**config.mk**
```make
export PLATFORM = sky130hd
export DESIGN_NAME = step_sequencer_position
export DESIGN_NICKNAME = d
export VERILOG_FILES = /design/src/hw/rtl/ssp_pkg.sv /design/src/hw/rtl/step_sequencer_position.sv
export VERILOG_INCLUDE_DIRS = /design/src /design/src/hw/rtl
export SDC_FILE = /design/constraint.sdc
export NUM_CORES = 1
export LEC_CHECK = 0
export BUFFER_PORTS_ARGS = -buffer_cell sky130_fd_sc_hd__buf_2
export CAP_MARGIN = 15
export CORE_MARGIN = 3
export CORE_UTILIZATION = 57
export CTS_BUF_LIST = sky130_fd_sc_hd__clkbuf_4
export CTS_CLUSTER_SIZE = 8
export DETAILED_ROUTE_END_ITERATION = 8
export GPL_ROUTABILITY_DRIVEN = 0
export PLACE_DENSITY = 0.79
export SYNTH_ARGS = -nofsm -noshare
export SYNTH_HDL_FRONTEND = slang
export SYNTH_SLANG_ARGS = --single-unit
```
**constraint.sdc**
```tcl
create_clock -name clk_i -period 4.5 [get_ports clk_i]
set_input_delay 0.225 -clock clk_i [delete_from_list [all_inputs] [get_ports clk_i]]
set_output_delay 0.225 -clock clk_i [all_outputs]
set_load 0.1 [all_outputs]
```
**src/hw/rtl/step_sequencer_position_macros.svh**
```systemverilog
// ----------------------------------------------------------------------------
// Step sequencer position assertion macros
// Shorthands for clocked, reset-qualified concurrent checks.
// ----------------------------------------------------------------------------
`ifndef STEP_SEQUENCER_POSITION_MACROS_SVH
`define STEP_SEQUENCER_POSITION_MACROS_SVH

// same-cycle implication
`define SSP_ASSERT_IMP(lbl, ante, cons, msg) \
  lbl: assert property (@(posedge clk_i) disable iff (!rst_ni) (ante) |-> (cons)) \
    else $error(msg);

// next-cycle implication
`define SSP_ASSERT_NXT(lbl, ante, cons, msg) \
  lbl: assert property (@(posedge clk_i) disable iff (!rst_ni) (ante) |=> (cons)) \
    else $error(msg);

`endif

```
**src/hw/rtl/ssp_pkg.sv**
```systemverilog
// ----------------------------------------------------------------------------
// Step sequencer position package
// Register map, reset values, sequencer states and pattern helper.
// ----------------------------------------------------------------------------
package ssp_pkg;

  localparam int NUM_STEPS = 16;
  localparam int CFG_IDX_W = 3;
  localparam int CFG_DATA_W = 8;

  // register indexes
  localparam logic [CFG_IDX_W-1:0] REG_STRIDE       = 3'd0;
  localparam logic [CFG_IDX_W-1:0] REG_FOLD_ENABLE  = 3'd1;
  localparam logic [CFG_IDX_W-1:0] REG_WIN_LEN      = 3'd2;
  localparam logic [CFG_IDX_W-1:0] REG_INCREMENT_BY = 3'd3;
  localparam logic [CFG_IDX_W-1:0] REG_MULTI_PAT    = 3'd4;
  localparam logic [CFG_IDX_W-1:0] REG_PAT_COUNT    = 3'd5;
  localparam logic [CFG_IDX_W-1:0] REG_LOOPS_PER    = 3'd6;
  localparam logic [CFG_IDX_W-1:0] REG_PLAY_PERCENT = 3'd7;

  // reset values
  localparam logic [4:0] RST_STRIDE       = 5'd1;
  localparam logic [4:0] RST_WIN_LEN      = 5'd16;
  localparam logic [2:0] RST_PAT_COUNT    = 3'd1;
  localparam logic [7:0] RST_LOOPS_PER    = 8'd1;
  localparam logic [6:0] RST_PLAY_PERCENT = 7'd100;

  localparam logic signed [8:0] WRAP_SPAN = 9'sd16;
  localparam logic [2:0] MAX_FIXES = 3'd5;

  typedef enum logic [2:0] {
    ST_IDLE,
    ST_LOOP,
    ST_MOVE,
    ST_EDGE,
    ST_FIX,
    ST_WIN,
    ST_DIV,
    ST_DONE
  } ssp_state_e;

  // (p + 1) mod n, kept to two bits, for p < 4 and 2 <= n <= 7: two compare-subtract steps suffice
  function automatic logic [1:0] pat_next(input logic [1:0] p, input logic [2:0] n);
    logic [2:0] v;
    v = {1'b0, p} + 3'd1;
    if (v >= n) v = v - n;
    if (v >= n) v = v - n;
    return v[1:0];
  endfunction

endpackage

```
**src/hw/rtl/step_sequencer_position.sv**
```systemverilog
// ----------------------------------------------------------------------------
// Step sequencer position engine
// Per tick: IDLE accepts it and LOOP updates loop and pattern state; a tick that
// does not run (inactive or not started) then goes to DONE. A running tick on a
// boundary passes MOVE, EDGE, FIX (up to MAX_FIXES wrap corrections) and WIN;
// any running tick takes DIV_STEPS = clog2(255 / TICKS_PER_STEP + 1) steps in DIV
// (1 at 240 ticks, 0 above 255). DONE waits out any output stall, then goes to IDLE.
// One shared 9-bit add/subtract unit does the step move, corrections, window
// shift and offset reduction. Async active-low reset clears configuration and
// control state and cnt; tick payload, cur, rem and output data are not reset.
// ----------------------------------------------------------------------------
`include "step_sequencer_position_macros.svh"

module step_sequencer_position import ssp_pkg::*; #(
  parameter int TICKS_PER_STEP = 240,
  parameter int MAX_PATTERNS = 4
) (
  input  logic                  clk_i,
  input  logic                  rst_ni,
  // configuration write
  input  logic                  cfg_we_i,
  input  logic [CFG_IDX_W-1:0]  cfg_idx_i,
  input  logic [CFG_DATA_W-1:0] cfg_wdata_i,
  // tick input
  input  logic                  s_axis_tvalid,
  output logic                  s_axis_tready,
  input  logic [15:0]           s_axis_tdata,  // tick_in_step[7:0], random_percent[14:8]
  input  logic [2:0]            s_axis_tuser,  // is_loop_start, is_step_boundary, generator_active
  // position output
  output logic                  m_axis_tvalid,
  input  logic                  m_axis_tready,
  output logic [23:0]           m_axis_tdata,  // step_out[3:0], pattern_out[5:4], event_slot[17:6]
  output logic [1:0]            m_axis_tuser   // fire, play_allowed
);

  localparam int DIV_STEPS = (TICKS_PER_STEP > 255) ? 0 : $clog2(255 / TICKS_PER_STEP + 1);
  localparam bit HAS_DIV = (DIV_STEPS > 0);
  localparam logic [2:0] DIV_TOP = (DIV_STEPS > 0) ? 3'(DIV_STEPS - 1) : 3'd0;
  localparam logic [8:0] TPS_DIV = 9'(TICKS_PER_STEP);
  localparam logic [2:0] PAT_LIMIT = (MAX_PATTERNS > 7) ? 3'd7 : 3'(MAX_PATTERNS);
  localparam int SLOT_W = $clog2(NUM_STEPS * TICKS_PER_STEP) + 1;

  // configuration
  logic [4:0] stride_q;
  logic       fold_q;
  logic [4:0] range_q;
  logic [4:0] incr_q;
  logic       multi_q;
  logic [2:0] pcount_q;
  logic [7:0] loops_per_q;
  logic [6:0] play_pct_q;

  // sequencer state
  ssp_state_e state_q, state_d;
  logic       started_q, started_d;
  logic [3:0] pos_q, pos_d;
  logic       back_q, back_d;
  logic [3:0] wstart_q, wstart_d;
  logic [3:0] wcnt_q, wcnt_d;
  logic [1:0] pat_q, pat_d;
  logic [7:0] loops_q, loops_d;

  // current tick
  logic       loop_q, loop_d;
  logic       bound_q, bound_d;
  logic       active_q, active_d;
  logic [7:0] tick_q, tick_d;
  logic [6:0] rnd_q, rnd_d;

  // work registers
  logic signed [8:0] cur_q, cur_d;
  logic [2:0]        cnt_q, cnt_d;
  logic [7:0]        rem_q, rem_d;

  // output register
  logic        m_valid_q, m_valid_d;
  logic [23:0] out_data_q, out_data_d;
  logic [1:0]  out_user_q, out_user_d;

  // shared adder
  logic signed [8:0] alu_a, alu_b, alu_res;
  logic              alu_sub;

  logic [4:0]  eff_len;
  logic [2:0]  pat_n;
  logic        run;
  logic        in_xfer;
  logic        out_room;
  logic        fix_more;
  logic        win_full;
  logic [8:0]  div_wide;
  logic signed [8:0] rs_s, len_s, end_s, over_amt, near_s, far_s, edge_cur;
  logic        under, overf;
  logic        fire;
  logic [SLOT_W-1:0] slot_full;
  logic [11:0] slot;

  assign alu_res = alu_a + (alu_sub ? ~alu_b : alu_b) + {8'd0, alu_sub};

  assign eff_len = (range_q == 5'd0) ? 5'd1 : ((range_q > 5'd16) ? 5'd16 : range_q);
  assign pat_n = (pcount_q > PAT_LIMIT) ? PAT_LIMIT : pcount_q;
  assign run = active_q && (started_q || loop_q);
  assign in_xfer = s_axis_tvalid && s_axis_tready;
  assign out_room = !m_valid_q || m_axis_tready;
  assign fix_more = ((cur_q >= WRAP_SPAN) || (cur_q < 9'sd0)) && (cnt_q < MAX_FIXES);
  assign win_full = (({1'b0, wcnt_q} + 5'd1) >= eff_len);
  assign div_wide = TPS_DIV << cnt_q;

  // window edge handling: fold reflects, wrap re-enters from the other side
  assign rs_s = $signed({5'd0, wstart_q});
  assign len_s = $signed({4'd0, eff_len});
  assign end_s = rs_s + len_s;
  assign under = (cur_q < rs_s) || (cur_q < 9'sd0);
  assign overf = (cur_q >= WRAP_SPAN) || (cur_q >= end_s);
  assign over_amt = under ? (rs_s - cur_q)
                  : ((cur_q >= WRAP_SPAN) ? (cur_q - WRAP_SPAN) : (cur_q - end_s));
  assign near_s = rs_s + over_amt;
  assign far_s = end_s - over_amt - 9'sd1;
  assign edge_cur = under ? (fold_q ? near_s : far_s)
                  : (overf ? (fold_q ? far_s : near_s) : cur_q);

  assign fire = active_q && started_q;
  assign slot_full = SLOT_W'(pos_q) * SLOT_W'(TICKS_PER_STEP) + SLOT_W'(rem_q);
  assign slot = fire ? 12'(slot_full) : 12'd0;

  // next state
  always_comb begin
    state_d = state_q;
    unique case (state_q)
      ST_IDLE: if (in_xfer) state_d = ST_LOOP;
      ST_LOOP: begin
        if (run && bound_q) state_d = ST_MOVE;
        else if (run && HAS_DIV) state_d = ST_DIV;
        else state_d = ST_DONE;
      end
      ST_MOVE: state_d = ST_EDGE;
      ST_EDGE: state_d = ST_FIX;
      ST_FIX:  if (!fix_more) state_d = ST_WIN;
      ST_WIN:  state_d = HAS_DIV ? ST_DIV : ST_DONE;
      ST_DIV:  if (cnt_q == 3'd0) state_d = ST_DONE;
      ST_DONE: if (out_room) state_d = ST_IDLE;
      default: state_d = ST_IDLE;
    endcase
  end

  // control outputs and adder operands
  always_comb begin
    s_axis_tready = (state_q == ST_IDLE);
    alu_a = 9'sd0;
    alu_b = 9'sd0;
    alu_sub = 1'b0;
    unique case (state_q)
      ST_MOVE: begin
        alu_a = $signed({5'd0, pos_q});
        alu_b = $signed({4'd0, stride_q});
        alu_sub = back_q;
      end
      ST_FIX: begin
        alu_a = cur_q;
        alu_b = WRAP_SPAN;
        alu_sub = !cur_q[8];
      end
      ST_WIN: begin
        alu_a = $signed({5'd0, wstart_q});
        alu_b = $signed({{4{incr_q[4]}}, incr_q});
      end
      ST_DIV: begin
        alu_a = $signed({1'b0, rem_q});
        alu_b = $signed(div_wide);
        alu_sub = 1'b1;
      end
      default: ;
    endcase
  end

  // datapath
  always_comb begin
    started_d = started_q;
    pos_d = pos_q;
    back_d = back_q;
    wstart_d = wstart_q;
    wcnt_d = wcnt_q;
    pat_d = pat_q;
    loops_d = loops_q;
    loop_d = loop_q;
    bound_d = bound_q;
    active_d = active_q;
    tick_d = tick_q;
    rnd_d = rnd_q;
    cur_d = cur_q;
    cnt_d = cnt_q;
    rem_d = rem_q;
    m_valid_d = m_valid_q && !m_axis_tready;
    out_data_d = out_data_q;
    out_user_d = out_user_q;
    unique case (state_q)
      ST_IDLE: begin
        if (in_xfer) begin
          tick_d = s_axis_tdata[7:0];
          rnd_d = s_axis_tdata[14:8];
          loop_d = s_axis_tuser[0];
          bound_d = s_axis_tuser[1];
          active_d = s_axis_tuser[2];
        end
      end
      ST_LOOP: begin
        if (active_q && loop_q) begin
          started_d = 1'b1;
          if (multi_q && (pat_n > 3'd1)) begin
            if (loops_q <= 8'd1) begin
              pat_d = pat_next(pat_q, pat_n);
              loops_d = loops_per_q;
            end else begin
              loops_d = loops_q - 8'd1;
            end
          end
        end
        rem_d = tick_q;
        cnt_d = DIV_TOP;
      end
      ST_MOVE: cur_d = alu_res;
      ST_EDGE: begin
        cur_d = edge_cur;
        if (fold_q && under) back_d = 1'b0;
        else if (fold_q && overf) back_d = 1'b1;
        cnt_d = 3'd0;
      end
      ST_FIX: begin
        if (fix_more) begin
          cur_d = alu_res;
          cnt_d = cnt_q + 3'd1;
        end else begin
          pos_d = cur_q[3:0];
        end
      end
      ST_WIN: begin
        if (win_full) begin
          wcnt_d = 4'd0;
          wstart_d = alu_res[3:0];
        end else begin
          wcnt_d = wcnt_q + 4'd1;
        end
        cnt_d = DIV_TOP;
      end
      ST_DIV: begin
        if (!alu_res[8]) rem_d = alu_res[7:0];
        if (cnt_q != 3'd0) cnt_d = cnt_q - 3'd1;
      end
      ST_DONE: begin
        if (out_room) begin
          m_valid_d = 1'b1;
          out_data_d = {6'd0, slot, pat_q, pos_q};
          out_user_d = {fire && (rnd_q < play_pct_q), fire};
        end
      end
      default: ;
    endcase
  end

  always_ff @(posedge clk_i or negedge rst_ni) begin
    if (!rst_ni) begin
      stride_q <= RST_STRIDE;
      fold_q <= 1'b0;
      range_q <= RST_WIN_LEN;
      incr_q <= 5'd0;
      multi_q <= 1'b0;
      pcount_q <= RST_PAT_COUNT;
      loops_per_q <= RST_LOOPS_PER;
      play_pct_q <= RST_PLAY_PERCENT;
    end else if (cfg_we_i) begin
      unique case (cfg_idx_i)
        REG_STRIDE:       stride_q <= cfg_wdata_i[4:0];
        REG_FOLD_ENABLE:  fold_q <= cfg_wdata_i[0];
        REG_WIN_LEN:      range_q <= cfg_wdata_i[4:0];
        REG_INCREMENT_BY: incr_q <= cfg_wdata_i[4:0];
        REG_MULTI_PAT:    multi_q <= cfg_wdata_i[0];
        REG_PAT_COUNT:    pcount_q <= cfg_wdata_i[2:0];
        REG_LOOPS_PER:    loops_per_q <= cfg_wdata_i;
        REG_PLAY_PERCENT: play_pct_q <= cfg_wdata_i[6:0];
        default: ;
      endcase
    end
  end

  always_ff @(posedge clk_i or negedge rst_ni) begin
    if (!rst_ni) begin
      state_q <= ST_IDLE;
      started_q <= 1'b0;
      pos_q <= 4'd0;
      back_q <= 1'b0;
      wstart_q <= 4'd0;
      wcnt_q <= 4'd0;
      pat_q <= 2'd0;
      loops_q <= 8'd0;
      cnt_q <= 3'd0;
      m_valid_q <= 1'b0;
    end else begin
      state_q <= state_d;
      started_q <= started_d;
      pos_q <= pos_d;
      back_q <= back_d;
      wstart_q <= wstart_d;
      wcnt_q <= wcnt_d;
      pat_q <= pat_d;
      loops_q <= loops_d;
      cnt_q <= cnt_d;
      m_valid_q <= m_valid_d;
    end
  end

  // payload, no reset
  always_ff @(posedge clk_i) begin
    loop_q <= loop_d;
    bound_q <= bound_d;
    active_q <= active_d;
    tick_q <= tick_d;
    rnd_q <= rnd_d;
    cur_q <= cur_d;
    rem_q <= rem_d;
    out_data_q <= out_data_d;
    out_user_q <= out_user_d;
  end

  assign m_axis_tvalid = m_valid_q;
  assign m_axis_tdata = out_data_q;
  assign m_axis_tuser = out_user_q;

  `SSP_ASSERT_NXT(a_xfer_starts_seq, s_axis_tvalid && s_axis_tready, state_q == ST_LOOP, "tick transfer did not start the sequencer")
  `SSP_ASSERT_IMP(a_fix_bounded, state_q == ST_FIX, cnt_q <= MAX_FIXES, "more than five wrap corrections")
  `SSP_ASSERT_IMP(a_quiet_no_fire, m_axis_tvalid && !m_axis_tuser[0], (m_axis_tdata[17:6] == 12'd0) && !m_axis_tuser[1], "slot or play set without fire")

endmodule
```
==> flow_summary_export.csv <==
group,metric,value,unit
placed_design,io_buffers,55,
critical_path,crit_top_cell,"ha_1",
grt,grt_max_degree,55,
critical_path,crit_fanout,3,
synthesis,synth-seq-cells,121,
critical_path,critPathKind,"reg -> reg",
synthesis,yosys.area.top_type,"edfxtp_1",
layout,nFillCells,1104,
timing,fmax,219.5,MHz
layout,nets,1131,
layout,regArea,0.003313,mm²
timing,hold_viol,0,
synthesis,synth_area_per_cell,9.786,µm²
critical_path,slowest_stage,"fa_1",
run_status,status,"finished with violations",
clock_tree,cts.clk_slew.worst_paths,0.10,ns
clock_tree,clock_path_buffers,2,
clock_tree,numCtsBuffers,17,
synthesis,ys_seq_area_share,38.59,%
detailed_routing,final_antenna_net_count,0,
grt,gr-total-overflow,0,
grt,grt_pass1_wl,34470,µm
timing,slew_headroom,26.05,%
synthesis,syn-cell-area,0.008582,mm²
placed_design,place_area,0.009373,mm²
detailed_routing,wl_per_cell,17.88,µm
detailed_routing,drc,0,
clock_tree,root_buffer,"clkbuf_4",
clock_tree,cts.sinks,121,
clock_tree,cts_tree,"done",
layout,fin_util,68.56,%
layout,final_cell_mix,"nand2_1, ha_1, buf_4, inv_1, nor2_1",
die,coreArea,0.01464,mm²
critical_path,critPathMaxStageDelay,0.47,ns
critical_path,crit_arrival,4.83,ns
synthesis,synthArstFlopShare,54.55,%
timing,fin_crit_sh,101.2,%
run,max_cap_violations,0,
layout,final_common_cell,"nand2_1",
placed_design,place.detailed.hpwl,15920,µm
synthesis,synthTopCellsByArea,"edfxtp_1, dfrtp_1, ha_1",
critical_path,crit_chain,"nor3_1 > nor2_1 > nor2_1 > ha_1 > inv_1 > fa_1 > ha_1 > a221o_2 > a221oi_1 > buf_4 > or4b_1 > nand3_1 > mux2i_1 > ha_1 > buf_4 > o31a_1 > a2111oi_2 > nor4_1",
run_status,violations,"setup timing",
timing,drv_slew,0,
die,io_pins,63,
grt,antenna_found_initial,0,
die,die_h,128.7,µm
synthesis,synth.distinct_cells,81,
layout,syn2layout_area_growth,16.98,%
grt,track_usage,26.38,%
layout,stdcell_area,0.01004,mm²
detailed_routing,vias,7205,
timing,rsz0062_at_grt,"yes",
synthesis,ys.flop_type,"dfrtp_1",
timing,setup_slack,-0.05618,ns
layout,fin_cells,1209,
critical_path,crit_required,4.77,ns
detailed_routing,first_pass_iters,6,
hold_path,min_path_type,"in -> reg",
timing,tns,-0.07740,ns
layout,drive_above_1_share,22.24,%
synthesis,ys_warn_count,0,
placed_design,dpl.cell_count,1144,
timing,setup_viol,2,
layout,multi_input_area,0.004979,mm²
critical_path,worst_setup_path_start_kind,"flip-flop",
detailed_routing,drt_wl_total,21620,µm
detailed_routing,drtIter0Drc,632,
layout,diodes,0,
critical_path,end_kind,"flip-flop",
die,die_area,0.01657,mm²
timing,skew,0.02162,ns
critical_path,r2r_slack,-0.06,ns
grt,grt_pass1_vias,7151,
synthesis,synth-edff-count,55,
timing,worstMarginPinSlew,1.108,ns
die,placementRows,44,
clock_tree,clock_latency,0.54,ns
die,fp.dieW,128.7,µm
synthesis,synth_cells,877,
die,initial_core_util,58.60,%
clock_tree,htree_levels,4,
detailed_routing,viasPerCell,5.959,
timing,min_period,4.556,ns
synthesis,yosysTopAreaCellShare,19.24,%
## per-layer routing
layer	routed length, µm	global-route usage (%)
met1	8825	32.05
met2	10800	46.19
met3	1416	6.351
met4	580	8.647
met5	0	0
## worst paths after layout
check                                            start                         to  cells past startpoint
worst min register to register    pat_q[1]$_DFFE_PN0P_  m_axis_tdata[5]$_DFFE_PP_                      0
worst max-delay path            range_q[1]$_DFFE_PN0P_         cur_q[7]$_DFFE_PP_                     18
min in group asynchronous                       rst_ni    wstart_q[1]$_DFFE_PN0P_                      2
worst min-delay path                     s_axis_tvalid     state_q[2]$_DFFE_PN0P_                      3
max in group asynchronous                       rst_ni     state_q[1]$_DFFE_PN0P_                      3
worst max register to register  range_q[1]$_DFFE_PN0P_         cur_q[7]$_DFFE_PP_                     18
## sequential cells by signal, summed over array words and instances, names as in the netlist, 7 cells and up
signal and count:
m_axis_tdata 18, cur_q 9, loops_per_q 8, loops_q 8, rem_q 8, tick_q 8, play_pct_q 7, rnd_q 7
## critical path, delay by kind of cell, from the launching register on
kind,cells,cell delay (ns)
AO/OA/AOI/OAI,4,1.40
adder cells (fa/ha/maj),4,1.26
buffers and inverters,3,0.38
flip-flops,1,0.39
multiplexers,1,0.21
AND/OR/NAND/NOR,6,0.66
## kinds of logic (layout without fill, tap and decap cells)
family	Yosys count	in the layout	synth area share [%]
buffers and inverters	95	238	4.505
flip-flops	121	121	38.59
AO/OA/AOI/OAI	212	212	16.80
XOR/XNOR	43	43	4.811
other	1	6	0.04370
adder cells (fa/ha/maj)	85	85	13.59
AND/OR/NAND/NOR	275	275	15.83
multiplexers	45	45	5.832
## Yosys cell counts, drive strengths merged (3+ instances only)
cell	instances
and2	9
nor4	6
dfrtp	59
inv	61
o21a	7
dfstp	7
or2	6
a221oi	3
or4b	3
nand2	85
o22ai	5
a22oi	14
and3	12
or4	4
mux2	40
nand4b	3
xor2	19
xnor2	22
nand2b	13
edfxtp	55
o211ai	8
o41ai	4
a21boi	3
o31ai	11
nor3b	7
mux2i	5
nand3	19
nor2b	18
a31oi	10
nor2	62
nor3	22
o21bai	3
fa	14
nand4	3
o21ai	50
buf	9
a21o	15
a211oi	3
clkbuf	23
ha	70
a21oi	47
o31a	4
## per-stage QoR
stage / hold WS (ns) / setup slack, ns
finish: 0.04745 / -0.05618
global route: 0.02223 / -0.2755
CTS: 0.009063 / -0.01055
detailed placement: 0.1243 / -0.1867
global placement: 0.1214 / -0.04393
floorplan: -0.07059 / 0.01116
## what timing repair did
item,in CTS,in global routing
endpoints found under the setup margin,2,22
hold buffers,25,1
gates cloned,0,1
buffers inserted,2,4
resized for setup,10,11
pin swaps,7,6
endpoints found under the hold margin,42,1
## cell type report
cell class	count	share of cell area, %
Clock inverter	8	0.9845
Inverter	63	2.368
Clock buffer	24	1.795
Sequential cell	121	33.00
Timing Repair Buffer	143	9.970
Multi-Input combinational cell	666	49.59
Tap cell	184	2.293
Power is not shown: default switching activity piles up to over one toggle a cycle in this logic, so the estimate is an artifact.
